$ cat src/rtl/divisor_sum_count_engine_macros.svh
// Assertion macros shared by the divisor sum and count engine.
`ifndef DIVISOR_SUM_COUNT_ENGINE_MACROS_SVH
`define DIVISOR_SUM_COUNT_ENGINE_MACROS_SVH

// Same-cycle implication, checked on every rising edge outside reset.
`define DSC_ASSERT_NOW(label, ante, cons, msg) \
  label: assert property (@(posedge clk) disable iff (rst) (ante) |-> (cons)) \
    else $error(msg);

// Next-cycle implication, checked on every rising edge outside reset.
`define DSC_ASSERT_NEXT(label, ante, cons, msg) \
  label: assert property (@(posedge clk) disable iff (rst) (ante) |=> (cons)) \
    else $error(msg);

`endif

$ cat src/rtl/dsc_pkg.sv
// Shared constants and the sequencer state type for the divisor sum and count engine.
package dsc_pkg;

  localparam int unsigned SUM_W   = 34;
  localparam int unsigned COUNT_W = 11;

  localparam logic [SUM_W-1:0]   SUM_MAX   = '1;
  localparam logic [COUNT_W-1:0] COUNT_MAX = '1;

  typedef enum logic [2:0] {
    S_IDLE,
    S_START,
    S_DIV,
    S_CHECK,
    S_ADD_D,
    S_ADD_CO,
    S_FINISH
  } dsc_state_t;

endpackage

$ cat src/rtl/dsc_divider.sv
// Bit-serial restoring divider giving quotient and remainder, one bit per cycle.
module dsc_divider #(
  parameter int unsigned W = 31
) (
  input  logic         clk,
  input  logic         rst,
  input  logic         start,
  input  logic [W-1:0] dividend,
  input  logic [W-1:0] divisor,
  output logic         done,
  output logic [W-1:0] quotient,
  output logic [W-1:0] remainder
);

  localparam int unsigned CW = $clog2(W + 1);

  logic          run;
  logic [CW-1:0] cnt;
  logic [W:0]    shifted;
  logic [W:0]    diff;

  assign shifted = {remainder, quotient[W-1]};
  assign diff    = shifted - {1'b0, divisor};

  always_ff @(posedge clk) begin
    if (rst) begin
      run  <= 1'b0;
      done <= 1'b0;
      cnt  <= '0;
    end else begin
      done <= 1'b0;
      if (start) begin
        run <= 1'b1;
        cnt <= CW'(W);
      end else if (run) begin
        cnt <= cnt - CW'(1);
        if (cnt == CW'(1)) begin
          run  <= 1'b0;
          done <= 1'b1;
        end
      end
    end
  end

  // The quotient register starts as the dividend and fills with result bits from the bottom.
  always_ff @(posedge clk) begin
    if (start) begin
      quotient  <= dividend;
      remainder <= '0;
    end else if (run) begin
      if (!diff[W]) begin
        remainder <= diff[W-1:0];
        quotient  <= {quotient[W-2:0], 1'b1};
      end else begin
        remainder <= shifted[W-1:0];
        quotient  <= {quotient[W-2:0], 1'b0};
      end
    end
  end

endmodule

$ cat src/rtl/divisor_sum_count_engine.sv
// Divisor sum and count engine: trial division over candidates 1 .. floor(sqrt(number)).
// Each candidate is divided by the bit-serial divider, which all candidates share.
// One beat is worked on at a time; a zero input skips the division and goes straight to
// the finish state with the error flag.
// Synchronous active-high reset returns the sequencer to idle and drops out_valid.
module divisor_sum_count_engine #(
  parameter int unsigned NUMBER_WIDTH = 31
) (
  input  logic                        clk,
  input  logic                        rst,
  input  logic                        in_valid,
  output logic                        in_ready,
  input  logic [NUMBER_WIDTH-1:0]     number,
  output logic                        out_valid,
  input  logic                        out_ready,
  output logic [dsc_pkg::SUM_W-1:0]   divisor_sum,
  output logic [dsc_pkg::COUNT_W-1:0] divisor_count,
  output logic                        is_deficient,
  output logic                        bad_input
);

  import dsc_pkg::*;

  localparam int unsigned EXT_W = ((NUMBER_WIDTH > SUM_W) ? NUMBER_WIDTH : SUM_W) + 1;

  dsc_state_t state, state_next;

  logic [NUMBER_WIDTH-1:0] held_number;
  logic [NUMBER_WIDTH-1:0] trial_divisor;
  logic [SUM_W-1:0]        running_sum;
  logic [COUNT_W-1:0]      running_count;
  logic [NUMBER_WIDTH:0]   proper_sum;
  logic                    bad_flag;

  logic                    div_start;
  logic                    div_done;
  logic [NUMBER_WIDTH-1:0] quotient;
  logic [NUMBER_WIDTH-1:0] remainder;

  logic [NUMBER_WIDTH-1:0] add_operand;
  logic [EXT_W-1:0]        sum_ext;
  logic [SUM_W-1:0]        sum_sat;
  logic                    proper_take;
  logic                    out_free;

  dsc_divider #(.W(NUMBER_WIDTH)) u_div (
    .clk       (clk),
    .rst       (rst),
    .start     (div_start),
    .dividend  (held_number),
    .divisor   (trial_divisor),
    .done      (div_done),
    .quotient  (quotient),
    .remainder (remainder)
  );

  // In the cofactor step the quotient is added, otherwise the trial divisor itself.
  assign add_operand = (state == S_ADD_CO) ? quotient : trial_divisor;
  assign sum_ext     = EXT_W'(running_sum) + EXT_W'(add_operand);
  assign sum_sat     = (sum_ext >= EXT_W'(SUM_MAX)) ? SUM_MAX : sum_ext[SUM_W-1:0];
  // The proper-divisor sum stops growing once it reaches the number.
  assign proper_take = (add_operand != held_number) &&
                       (proper_sum < {1'b0, held_number});
  assign out_free    = !out_valid || out_ready;

  always_ff @(posedge clk) begin
    if (rst) begin
      state <= S_IDLE;
    end else begin
      state <= state_next;
    end
  end

  always_comb begin
    state_next = state;
    in_ready   = 1'b0;
    div_start  = 1'b0;
    unique case (state)
      S_IDLE: begin
        in_ready = 1'b1;
        if (in_valid) begin
          state_next = (number == '0) ? S_FINISH : S_START;
        end
      end
      S_START: begin
        div_start  = 1'b1;
        state_next = S_DIV;
      end
      S_DIV: begin
        if (div_done) begin
          state_next = S_CHECK;
        end
      end
      S_CHECK: begin
        priority if (trial_divisor > quotient) begin
          state_next = S_FINISH;
        end else if (remainder == '0) begin
          state_next = S_ADD_D;
        end else begin
          state_next = S_START;
        end
      end
      S_ADD_D: begin
        state_next = (quotient != trial_divisor) ? S_ADD_CO : S_START;
      end
      S_ADD_CO: begin
        state_next = S_START;
      end
      S_FINISH: begin
        if (out_free) begin
          state_next = S_IDLE;
        end
      end
      default: begin
        state_next = S_IDLE;
      end
    endcase
  end

  always_ff @(posedge clk) begin
    if (rst) begin
      held_number   <= '0;
      trial_divisor <= '0;
      running_sum   <= '0;
      running_count <= '0;
      proper_sum    <= '0;
      bad_flag      <= 1'b0;
    end else begin
      unique case (state)
        S_IDLE: begin
          if (in_valid) begin
            held_number   <= number;
            trial_divisor <= NUMBER_WIDTH'(1);
            running_sum   <= '0;
            running_count <= '0;
            proper_sum    <= '0;
            bad_flag      <= (number == '0);
          end
        end
        S_CHECK: begin
          if (trial_divisor <= quotient && remainder != '0) begin
            trial_divisor <= trial_divisor + NUMBER_WIDTH'(1);
          end
        end
        S_ADD_D, S_ADD_CO: begin
          running_sum <= sum_sat;
          if (running_count != COUNT_MAX) begin
            running_count <= running_count + COUNT_W'(1);
          end
          if (proper_take) begin
            proper_sum <= proper_sum + {1'b0, add_operand};
          end
          if (state == S_ADD_CO || quotient == trial_divisor) begin
            trial_divisor <= trial_divisor + NUMBER_WIDTH'(1);
          end
        end
        default: begin
        end
      endcase
    end
  end

  always_ff @(posedge clk) begin
    if (rst) begin
      out_valid <= 1'b0;
    end else if (state == S_FINISH && out_free) begin
      out_valid <= 1'b1;
    end else if (out_ready) begin
      out_valid <= 1'b0;
    end
  end

  always_ff @(posedge clk) begin
    if (state == S_FINISH && out_free) begin
      divisor_sum   <= running_sum;
      divisor_count <= running_count;
      is_deficient  <= !bad_flag && (proper_sum < {1'b0, held_number});
      bad_input     <= bad_flag;
    end
  end

`include "divisor_sum_count_engine_macros.svh"

  `DSC_ASSERT_NOW(a_bad_zero, out_valid && bad_input, divisor_sum == '0 && divisor_count == '0 && !is_deficient, "error beat carries non-zero results")
  `DSC_ASSERT_NOW(a_count_nonzero, out_valid && !bad_input, divisor_count != '0, "valid number reported with no divisors")
  `DSC_ASSERT_NOW(a_div_done_state, div_done, state == S_DIV, "divider finished outside its wait state")
  `DSC_ASSERT_NEXT(a_start_waits, state == S_START, state == S_DIV && !div_done, "sequencer did not wait for the divider")

endmodule

$ cat config.mk
export PLATFORM = sky130hd
export DESIGN_NAME = divisor_sum_count_engine
export DESIGN_NICKNAME = d
export VERILOG_FILES = /design/src/rtl/dsc_pkg.sv /design/src/rtl/dsc_divider.sv /design/src/rtl/divisor_sum_count_engine.sv
export VERILOG_INCLUDE_DIRS = /design/src /design/src/rtl
export SDC_FILE = /design/constraint.sdc
export NUM_CORES = 1
export LEC_CHECK = 0
export BUFFER_PORTS_ARGS = -buffer_cell sky130_fd_sc_hd__buf_2
export CAP_MARGIN = 20
export CORE_MARGIN = 3
export CORE_UTILIZATION = 30
export CTS_CLUSTER_DIAMETER = 120
export DETAILED_ROUTE_END_ITERATION = 6
export PLACE_DENSITY = 0.47
export RECOVER_POWER = 100
export SYNTH_ARGS = -nofsm -noshare
export SYNTH_HDL_FRONTEND = slang
export SYNTH_SLANG_ARGS = --single-unit
$ cat constraint.sdc
create_clock -name clk -period 9 [get_ports clk]
set_input_delay 0.45 -clock clk [delete_from_list [all_inputs] [get_ports clk]]
set_output_delay 0.45 -clock clk [all_outputs]
set_load 0.01 [all_outputs]
==> results.md, run 1 <==
- Status: complete, but fails checks
- Failing checks: capacitance limit, slew limit
- Ys flop type: dfxtp_1
- Slowest stage cell, crit path: clkbuf_1
- Sequential share of the synthesized area: 0.3476
- Synth warn: 0
- IR drop worst, VDD: 0.1531 mV
- Synthesized area: 17220 um2
- GRT Util Overall: 0.1673
- RSZ-0062 raised after global routing: false
- Vias in the first global route: 14214
- Core area: 56600 um2
- Final nets: 2308
- Worst Clk Skew: 0.01400 ns
- Family with the most delay on the worst path: simple AND/OR/NAND/NOR gates
- Num CTS Buffers: 34
- TritonCTS Sinks: 260
- Share of cells above drive strength 1: 0.06130
- Vias per inst: 5.209
- Fin. Hold Viols: 0
- HP Start: number[21]
- Filler cell count in the final layout: 5931
- FFs w/ async S/R, synth: 0
- Register bit total from synthesis: 260
- Max Clock Freq: 143.1 MHz
- Routed WL: 51.37 mm
- Initial Utilization: 0.3042
- Max stage delay on crit path: 1.39 ns
- I/O pin cnt: 84
- Register area: 5986 um2
- Clk Latency, worst-skew pair: 0.54 ns
- Buffer depth of the longest clock path: 3
- Die Area: 60310 um2
- Final min period: 6.988 ns
- CP dominant cell by count: nor4_1
- Slew @ Worst Pin: 3.083 ns
- Critical path launch point type: flip-flop
- Antenna Cells: 0
- Worst r2r src: state[1]
- Antenna Violating Nets Remaining: 0
- Slew Viols, Final: 334
- Multi-input gate area: 10420 um2
- Yosys top cell by area: dfxtp_1
- Critical path capture point type: flip-flop
- Arrival @ worst endpoint: 7.28 ns
- Max-cap violations: 10
- P&R area growth vs syn: 13.35%
- Chip Width: 245.6 um
- CTS hold repair buffers: 0
- Global-route wire length before repair: 80.19 mm
- Synth top cells by count: nand2_1, a21oi_1, dfxtp_1
- Htree depth: 2
- Area contributors post-synth: dfxtp_1, edfxtp_1, ha_1
- Synth top area share: 0.2116
- Critical path, cell by cell: nand3b_1 > clkbuf_1 > mux2i_1 > xnor2_1 > nor4_1 > nand4_1 > nor4_1 > nor3_1 > nor2_4 > or4_1 > a21oi_2
- Leakage: 8.126 nW
- Initial antenna violation count: 1
- CTS clk-pin slew, worst paths: 0.06 ns
- Largest net degree at the start of global routing: 60
- Crit share post-route: 0.7764
- Final setup vio count: 0
- Gpl congestion: 0.8718
- Initial DRC count: 942
- Worst Path Class, Setup: reg2reg
- Syn_area_per_cell: 8.408 um2
- Dpl hpwl: 39.74 mm
- Hold WC Path Type: in2reg
- DP Area: 18440 um2
- Die Span Y: 245.6 um
- Overflow after GRT: 0
- Post-synth EDFFs: 78
- Resized Gates After CTS: 0
- DRT Pass-1 Iters: 5
- Setup bufs post-CTS: 0
- Post-Syn Nets: 2244
- Layout Cell Area excl Fill: 19520 um2
- Worst Path Required: 9.29 ns
- Total design power: 5.035 mW
- # rows: 87
- Max_slew headroom: -1.056
- Detailed-route via count: 15070
- Most frequent cell after synthesis: nand2_1
- WP buf/inv: 1
- Clock root cell: clkbuf_16
- Max Fanout on Critical Path: 42
- Synth Instances: 2048
- Setup tns final: 0 ns
- Port bufs: 83
- Drc violations: 0
- Setup crit start: state[1]
- Pwr per Cell Area: 258.0 nW/um2
- TritonCTS clock tree: done
- Cell variety after synth: 77
- Wire per inst: 17.76 um
==> kinds of logic after synthesis <==
family                     count (synthesis)  share of synthesized area
and+or+nand+nor                          673                     0.1856
AOI/OAI and AO/OA                        575                     0.2066
DFF                                      260                     0.3476
buffers and inverters                    201                    0.04650
adders and majority gates                161                     0.1183
xor gates and xnor gates                 122                    0.06205
muxes                                     56                    0.03335
==> worst paths after layout <==
| path | to | slack (ns) | cells past startpoint |
|---|---|---|---|
| worst min-delay path | held_number[21] | 0.16 | 3 |
| worst max-delay path | proper_sum[2] | 2.01 | 11 |
| worst max register to register | proper_sum[2] | 2.01 | 11 |
| worst min register to register | bad_input | 0.46 | 0 |
==> cell type report <==
cell class / instances / share of cell area
Multi-Input combinational cell: 1587 / 0.5338
Sequential cell: 260 / 0.3067
Clock buffer: 42 / 0.04949
Inverter: 126 / 0.02423
Timing Repair Buffer: 103 / 0.02423
Clock inverter: 19 / 0.01314
Tap cell: 756 / 0.04846
==> layout by cell type, fill, tap and decap left out, types with 34 or more instances in the layout <==
master | netlist | routed
nor2_1 | 130 | 128
or3_1 | 34 | 34
nand2_1 | 276 | 276
edfxtp_1 | 78 | 78
ha_1 | 158 | 158
mux2i_1 | 51 | 51
nor3_1 | 38 | 40
xnor2_1 | 89 | 89
inv_1 | 126 | 126
o21ai_0 | 152 | 154
a21oi_1 | 188 | 190
clkbuf_1 | 59 | 65
clkbuf_16 | 0 | 38
dfxtp_1 | 182 | 182
a21o_1 | 64 | 64
==> state kept, by name, indices dropped and copies added, names as in the netlist, 3 cells and up <==
register,flops
u_div.cnt,5
divisor_count,11
u_div.remainder,31
running_sum,34
divisor_sum,34
state,3
proper_sum,32
running_count,11
trial_divisor,31
u_div.quotient,31
held_number,31
==> tightest hold or removal path: stages <==
cell     delay [ns]
buf_2          0.10
nand2_1        0.05
a21oi_1        0.05
==> where the power goes <==
part / internal, mW / switching, mW
registers: 1.44 / 0.162
clock network: 0.936 / 0.553
logic: 0.736 / 1.21
total: 3.11 / 1.93
==> through the flow <==
| stage | worst slack [ns] | util | cells | hold slack [ns] |
|---|---|---|---|---|
| final | 2.012 | 0.3448 | 2893 | 0.1566 |
| after global routing | 1.727 | 0.3448 | 2893 | 0.1566 |
| after CTS | 3.429 | 0.3473 | 2893 | 0.1319 |
| after detailed placement | 3.461 | 0.3257 | 2832 | 0.4473 |
| after global placement | 3.546 | 0.3253 | 2830 | 0.4409 |
| after floorplan | 5.148 | - | 2048 | 0.4303 |
==> routing by layer <==
layer | vias up | GRT usage | part of all wire
met1 | 7153 | 0.2413 | 0.50
met2 | 338 | 0.2555 | 0.42
met4 | 0 | 0.04550 | 0.022
li1 | 7520 | - | -
met3 | 59 | 0.02955 | 0.059
met5 | - | 0 | 0
(Power assumes the default switching activity.)
==> run 2, diff against run 1 <==
==> constraint.sdc (replaced) <==
create_clock -name clk -period 7 [get_ports clk]
set_input_delay 0.35 -clock clk [delete_from_list [all_inputs] [get_ports clk]]
set_output_delay 0.35 -clock clk [all_outputs]
set_load 0.01 [all_outputs]
==> run 2 against run 1 <==
Against the previous run:
- the run still ends with capacitance limit, slew limit left
- total power grew 25%
- sequential cell count is the same
- worst setup slack lost 0.92 ns
- clock-buffer cell count shrank 2
- wire length grew 0.92%
- sequential share of layout area shrank 0.17 points
- combinational power grew 29%
- sequential power grew 28%
==> results.md, run 2 (same netlist as run 1, synthesis figures left out) <==
- Status: complete, but fails checks
- Failing checks: capacitance limit, slew limit
- TritonCTS Sinks: 260
- Critical path capture point type: flip-flop
- Antenna Violating Nets Remaining: 0
- Hold slack: 0.03996 ns
- Share of cells above drive strength 1: 0.06027
- Comb power frac: 0.398
- Commonest non-fill, non-tap cells in the layout: nand2_1, a21oi_1, dfxtp_1
- Worst Path Class, Setup: reg2reg
- Slew Viols, Final: 306
- Clk Latency, worst-skew pair: 0.60 ns
- Cell Int Power: 3.848 mW
- I/O pin cnt: 84
- Gpl congestion: 0.8586
- CTS clk-pin slew, worst paths: 0.06 ns
- Sw frac: 0.3911
- Num CTS Buffers: 31
- # rows: 87
- Crit share post-route: 0.8438
- Vias in the first global route: 14569
- Final min period: 5.907 ns
- Setup tns final: 0 ns
- Routed WL: 51.84 mm
- Detailed-route via count: 15027
- Leakage: 8.150 nW
- Worst Clk Skew: 0.02835 ns
- Dpl hpwl: 39.71 mm
- Max_slew headroom: -1.050
- P&R area growth vs syn: 13.97%
- DP Area: 18430 um2
- IR drop worst, VDD: 0.2310 mV
- Post-route insts no fill: 2913
- Initial Utilization: 0.3042
- Layout Cell Area excl Fill: 19630 um2
- Max Clock Freq: 169.3 MHz
- Die Area: 60310 um2
- Flop pwr share: 0.325
- Max Fanout on Critical Path: 33
- Initial antenna violation count: 1
- Antenna Cells: 0
- Fin. Hold Viols: 0
- Die Span Y: 245.6 um
- Final nets: 2328
- Wire per inst: 17.80 um
- RSZ-0062 raised after global routing: false
- Largest net degree at the start of global routing: 60
- Pwr per Cell Area: 322.0 nW/um2
- Arrival @ worst endpoint: 6.38 ns
- Port bufs: 83
- Chip Width: 245.6 um
- Initial DRC count: 1221
- Max-cap violations: 8
- Overflow after GRT: 0
- Critical path launch point type: flip-flop
- Worst Path Required: 7.47 ns
- Sw Pwr: 2.472 mW
- Core Util, Final: 0.3467
- Core area: 56600 um2
- Clock root cell: clkbuf_16
- Htree depth: 1
- Largest regs: divisor_sum (34), running_sum (34), proper_sum (32)
- Drc violations: 0
- Buffer depth of the longest clock path: 3
- Dpl cells: 2832
- DRT Pass-1 Iters: 5
- Slew @ Worst Pin: 3.075 ns
- Resized Gates After CTS: 0
- Commonest non-fill, non-tap cell in the layout: nand2_1
- Final setup vio count: 0
- Clock share of power: 0.277
- GRT Util Overall: 0.1687
- Hold WC Path Type: in2reg
- Vias per inst: 5.159
- TritonCTS clock tree: done
- Global-route wire length before repair: 81.70 mm
## run 2: final cells by class
type	instances	area, um2
flip-flops and latches	260	5986
clock inverters	18	214.0
fillers	5984	36980
multi-input cells	1587	10420
repair buffers	126	700.7
well taps	756	945.9
inverters	126	473.0
clock buffers	40	892.1
## run 2: per-layer routing
metal,part of all wire,GRT usage,up-vias
li1,-,-,7542
met1,0.50,0.2492,7135
met2,0.43,0.2637,293
met3,0.048,0.02017,57
met4,0.017,0.03317,0
met5,0,0,-
## run 2: final timing paths
kind / depth (start not counted) / endpoint / startpoint / slack, ns
min: 3 / held_number[10] / number[10] / 0.04
max reg2reg: 15 / running_sum[5] / state[1] / 1.09
max: 15 / running_sum[5] / state[1] / 1.09
min reg2reg: 2 / running_sum[20] / running_sum[20] / 0.46
## run 2: metrics by stage
step / worst slack, ns / power [mW]
2_1_floorplan: 3.148 / 3.955
3_3_place_gp: 1.593 / 4.559
3_5_place_dp: 1.482 / 4.592
4_1_cts: 1.459 / 6.393
5_1_grt: 0.7243 / 6.797
6_report: 1.093 / 6.319
## run 2: timing repair
item | CTS | global route
hold buffers | 22 | 0
buffers inserted | 0 | 0
endpoints found under the setup margin | 0 | 0
endpoints found under the hold margin | 22 | 0
## run 2: worst max-delay path, cell delays in order, from the launching register on
cell and delay [ns]:
dfxtp_1 0.70, nand3b_1 0.41, buf_4 0.53, mux2i_1 0.47, ha_1 0.37, and3_1 0.24, and2_1 0.18, a32o_1 0.30
a211oi_1 0.53, o31ai_1 0.14, a21oi_1 0.32, nor2_1 0.15, o2111a_1 0.40, clkbuf_1 0.41, or2_2 0.41, a22o_1 0.17
## run 2: power groups by stage
stage          Clock (mW)  Combinational, mW  Sequential (mW)
6_report             1.75               2.52             2.05
5_1_grt              1.86               2.85             2.08
4_1_cts              1.81               2.54             2.05
3_5_place_dp            0               2.51             2.08
3_3_place_gp            0               2.49             2.07
2_1_floorplan           0               1.97             1.98
==> run 3, diff against run 2 <==
--- a/config.mk
+++ b/config.mk
@@ -6,6 +6,7 @@
 export SDC_FILE = /design/constraint.sdc
 export NUM_CORES = 1
 export LEC_CHECK = 0
+export ABC_AREA = 1
 export BUFFER_PORTS_ARGS = -buffer_cell sky130_fd_sc_hd__buf_2
 export CAP_MARGIN = 20
 export CORE_MARGIN = 3
==> constraint.sdc (replaced) <==
create_clock -name clk -period 5.5 [get_ports clk]
set_input_delay 0.275 -clock clk [delete_from_list [all_inputs] [get_ports clk]]
set_output_delay 0.275 -clock clk [all_outputs]
set_load 0.01 [all_outputs]
==> run 3 against run 2 <==
Against the previous run:
- the run still ends with capacitance limit, slew limit left
- sequential cell count stayed put
- critical path depth shrank 2
- via count increased by 20%
- synthesized cell count up 33%
- sequential power up 47%
- die area increased by 8.5%
- clock skew is 0.014 ns lower
- combinational power grew 140%
- critical path type unchanged
- critical endpoint is now trial_divisor[18]
- largest cell class unchanged
- largest power group unchanged
- highest routed layer unchanged
==> results.md, run 3 <==
- Status: complete, but fails checks
- Failing checks: capacitance limit, slew limit
- Antenna Cells: 0
- TritonCTS clock tree: done
- Clk Latency, worst-skew pair: 0.56 ns
- Initial DRC count: 1193
- Max_slew headroom: -1.036
- Hold slack: 0.03540 ns
- Setup bufs post-CTS: 0
- Clock share of power: 0.203
- Post-Syn Nets: 2917
- Synth top cells by count: nand2_1, inv_1, nor2_1
- Antenna Violating Nets Remaining: 0
- DP Area: 19990 um2
- Slew @ Worst Pin: 3.054 ns
- Crit share post-route: 0.8405
- Post-synth EDFFs: 78
- Num CTS Buffers: 36
- Cell variety after synth: 49
- Sequential share of the synthesized area: 0.3196
- Commonest non-fill, non-tap cell in the layout: nand2_1
- FFs w/ async S/R, synth: 0
- Drc violations: 0
- Layout Cell Area excl Fill: 21050 um2
- Critical path capture point type: flip-flop
- Slew Viols, Final: 247
- Routed WL: 63.85 mm
- Chip Width: 255.9 um
- Dpl hpwl: 50.56 mm
- Yosys top cell by area: dfxtp_1
- Total design power: 11.44 mW
- Max-cap violations: 5
- Critical path launch point type: flip-flop
- P&R area growth vs syn: 12.39%
- Worst Clk Skew: 0.01484 ns
- Commonest non-fill, non-tap cells in the layout: nand2_1, inv_1, nor2_1
- Sw frac: 0.4792
- Resized Gates After CTS: 0
- Initial antenna violation count: 0
- Initial Utilization: 0.3069
- Synthesized area: 18730 um2
- Max Fanout on Critical Path: 32
- # rows: 90
- Cell Int Power: 5.957 mW
- Worst Path Required: 5.98 ns
- Wire per inst: 17.58 um
- Register bit total from synthesis: 260
- Detailed-route via count: 18092
- Final min period: 4.623 ns
- CTS hold repair buffers: 1
- Worst Path Class, Setup: reg2reg
- I/O pin cnt: 84
- DRT Pass-1 Iters: 5
- Sw Pwr: 5.481 mW
- Cells on Worst Hold Path: 3
- Synth Instances: 2721
- Largest regs: divisor_sum (34), running_sum (34), proper_sum (32)
- Die Span Y: 255.9 um
- Syn_area_per_cell: 6.883 um2
- Vias per inst: 4.981
- GRT Util Overall: 0.1903
- Leakage: 9.215 nW
- Flop pwr share: 0.263
- Max Clock Freq: 216.3 MHz
- Arrival @ worst endpoint: 5.11 ns
- Synth warn: 0
- Setup tns final: 0 ns
- IR drop worst, VDD: 0.3197 mV
- Synth top area share: 0.1945
- TritonCTS Sinks: 260
- Port bufs: 83
- Core area: 61030 um2
- Vias in the first global route: 17546
- Final setup vio count: 0
- Overflow after GRT: 0
- Gpl congestion: 0.8913
- Largest net degree at the start of global routing: 65
- Ys flop type: dfxtp_1
- Htree depth: 2
- Comb power frac: 0.534
- Worst r2r path cells: 13
- Filler cell count in the final layout: 6788
- Global-route wire length before repair: 99.48 mm
- RSZ-0062 raised after global routing: false
- CTS clk-pin slew, worst paths: 0.06 ns
- Fin. Hold Viols: 0
- Die Area: 65460 um2
- Hold WC Path Type: in2reg
- Pwr per Cell Area: 543.3 nW/um2
- Most frequent cell after synthesis: nand2_1
- Buffer depth of the longest clock path: 3
- Area contributors post-synth: dfxtp_1, nand2_1, edfxtp_1
- Core Util, Final: 0.3449
- Clock root cell: clkbuf_16
- Share of cells above drive strength 1: 0.04351
- Final nets: 2973
-- run 3: cell count changes after synthesis, moves of 20 or more --
cell      change
xnor2_1      -62
or3_1        -34
a21o_1       -59
a21oi_1      +65
o21ai_1      +23
inv_1       +194
xor2_1       +26
mux2i_1      -51
nand3_1     +129
nand4_1      +20
nand2_1     +363
nor2_1      +159
o21bai_1     +26
-- run 3: metrics by stage --
step	std cells	setup WS, ns
after detailed placement	3566	1.049
after floorplan	2721	2.089
after global placement	3566	1.083
final	3632	0.8772
after global routing	3632	0.4224
after CTS	3632	1.031
-- run 3: worst paths after layout --
kind | start | endpoint | slack (ns)
worst max-delay path | u_div.quotient[30] | trial_divisor[18] | 0.88
worst min-delay path | number[1] | held_number[1] | 0.04
worst max register to register | u_div.quotient[30] | trial_divisor[18] | 0.88
worst min register to register | running_count[5] | divisor_count[5] | 0.45
-- run 3: cells by family after synthesis --
family | Yosys count | synth area share
xor+xnor | 86 | 0.04022
buf+inv | 410 | 0.08451
fa+ha+maj | 161 | 0.1088
flops | 260 | 0.3196
simple gates | 1233 | 0.2766
compound gates | 571 | 0.1704
-- run 3: metal layers --
metal  vias to the layer above  track usage  wire length, um
li1                       9250            -                -
met1                      8418       0.2473            29680
met2                       325       0.3291            30030
met4                         0      0.06224             1966
met5                         -            0                0
met3                        99      0.02137             2174
-- run 3: critical path, cell delays in order (launching register included) --
cell and delay (ns):
edfxtp_1 0.35, inv_1 0.15, ha_1 0.36, nand4_1 0.13, nor3_1 0.57, nand3_1 0.13, o21ai_0 0.19, nand2_1 0.10
o21ai_0 0.11, nand2_1 0.28, nand3_1 0.63, clkbuf_1 1.07, o21ai_0 0.30, nor2_1 0.15
-- run 3: power groups by stage --
stage / sequential (mW) / clock [mW] / combinational, mW
floorplan: 2.83 / 0 / 4.61
global placement: 3.02 / 0 / 6.11
detailed placement: 3.03 / 0 / 6.14
CTS: 2.99 / 2.41 / 6.19
global route: 3.06 / 2.48 / 6.94
finish: 3.01 / 2.33 / 6.10
-- run 3: area by class of cell --
| cell class | count | area (um2) | area share |
|---|---|---|---|
| Clock buffer | 44 | 960.9 | 0.04565 |
| Clock inverter | 21 | 202.7 | 0.009629 |
| Inverter | 327 | 1229 | 0.05837 |
| Multi-Input combinational cell | 2051 | 11160 | 0.5303 |
| Sequential cell | 260 | 5986 | 0.2844 |
| Tap cell | 828 | 1036 | 0.04922 |
| Timing Repair Buffer | 101 | 473.0 | 0.02247 |
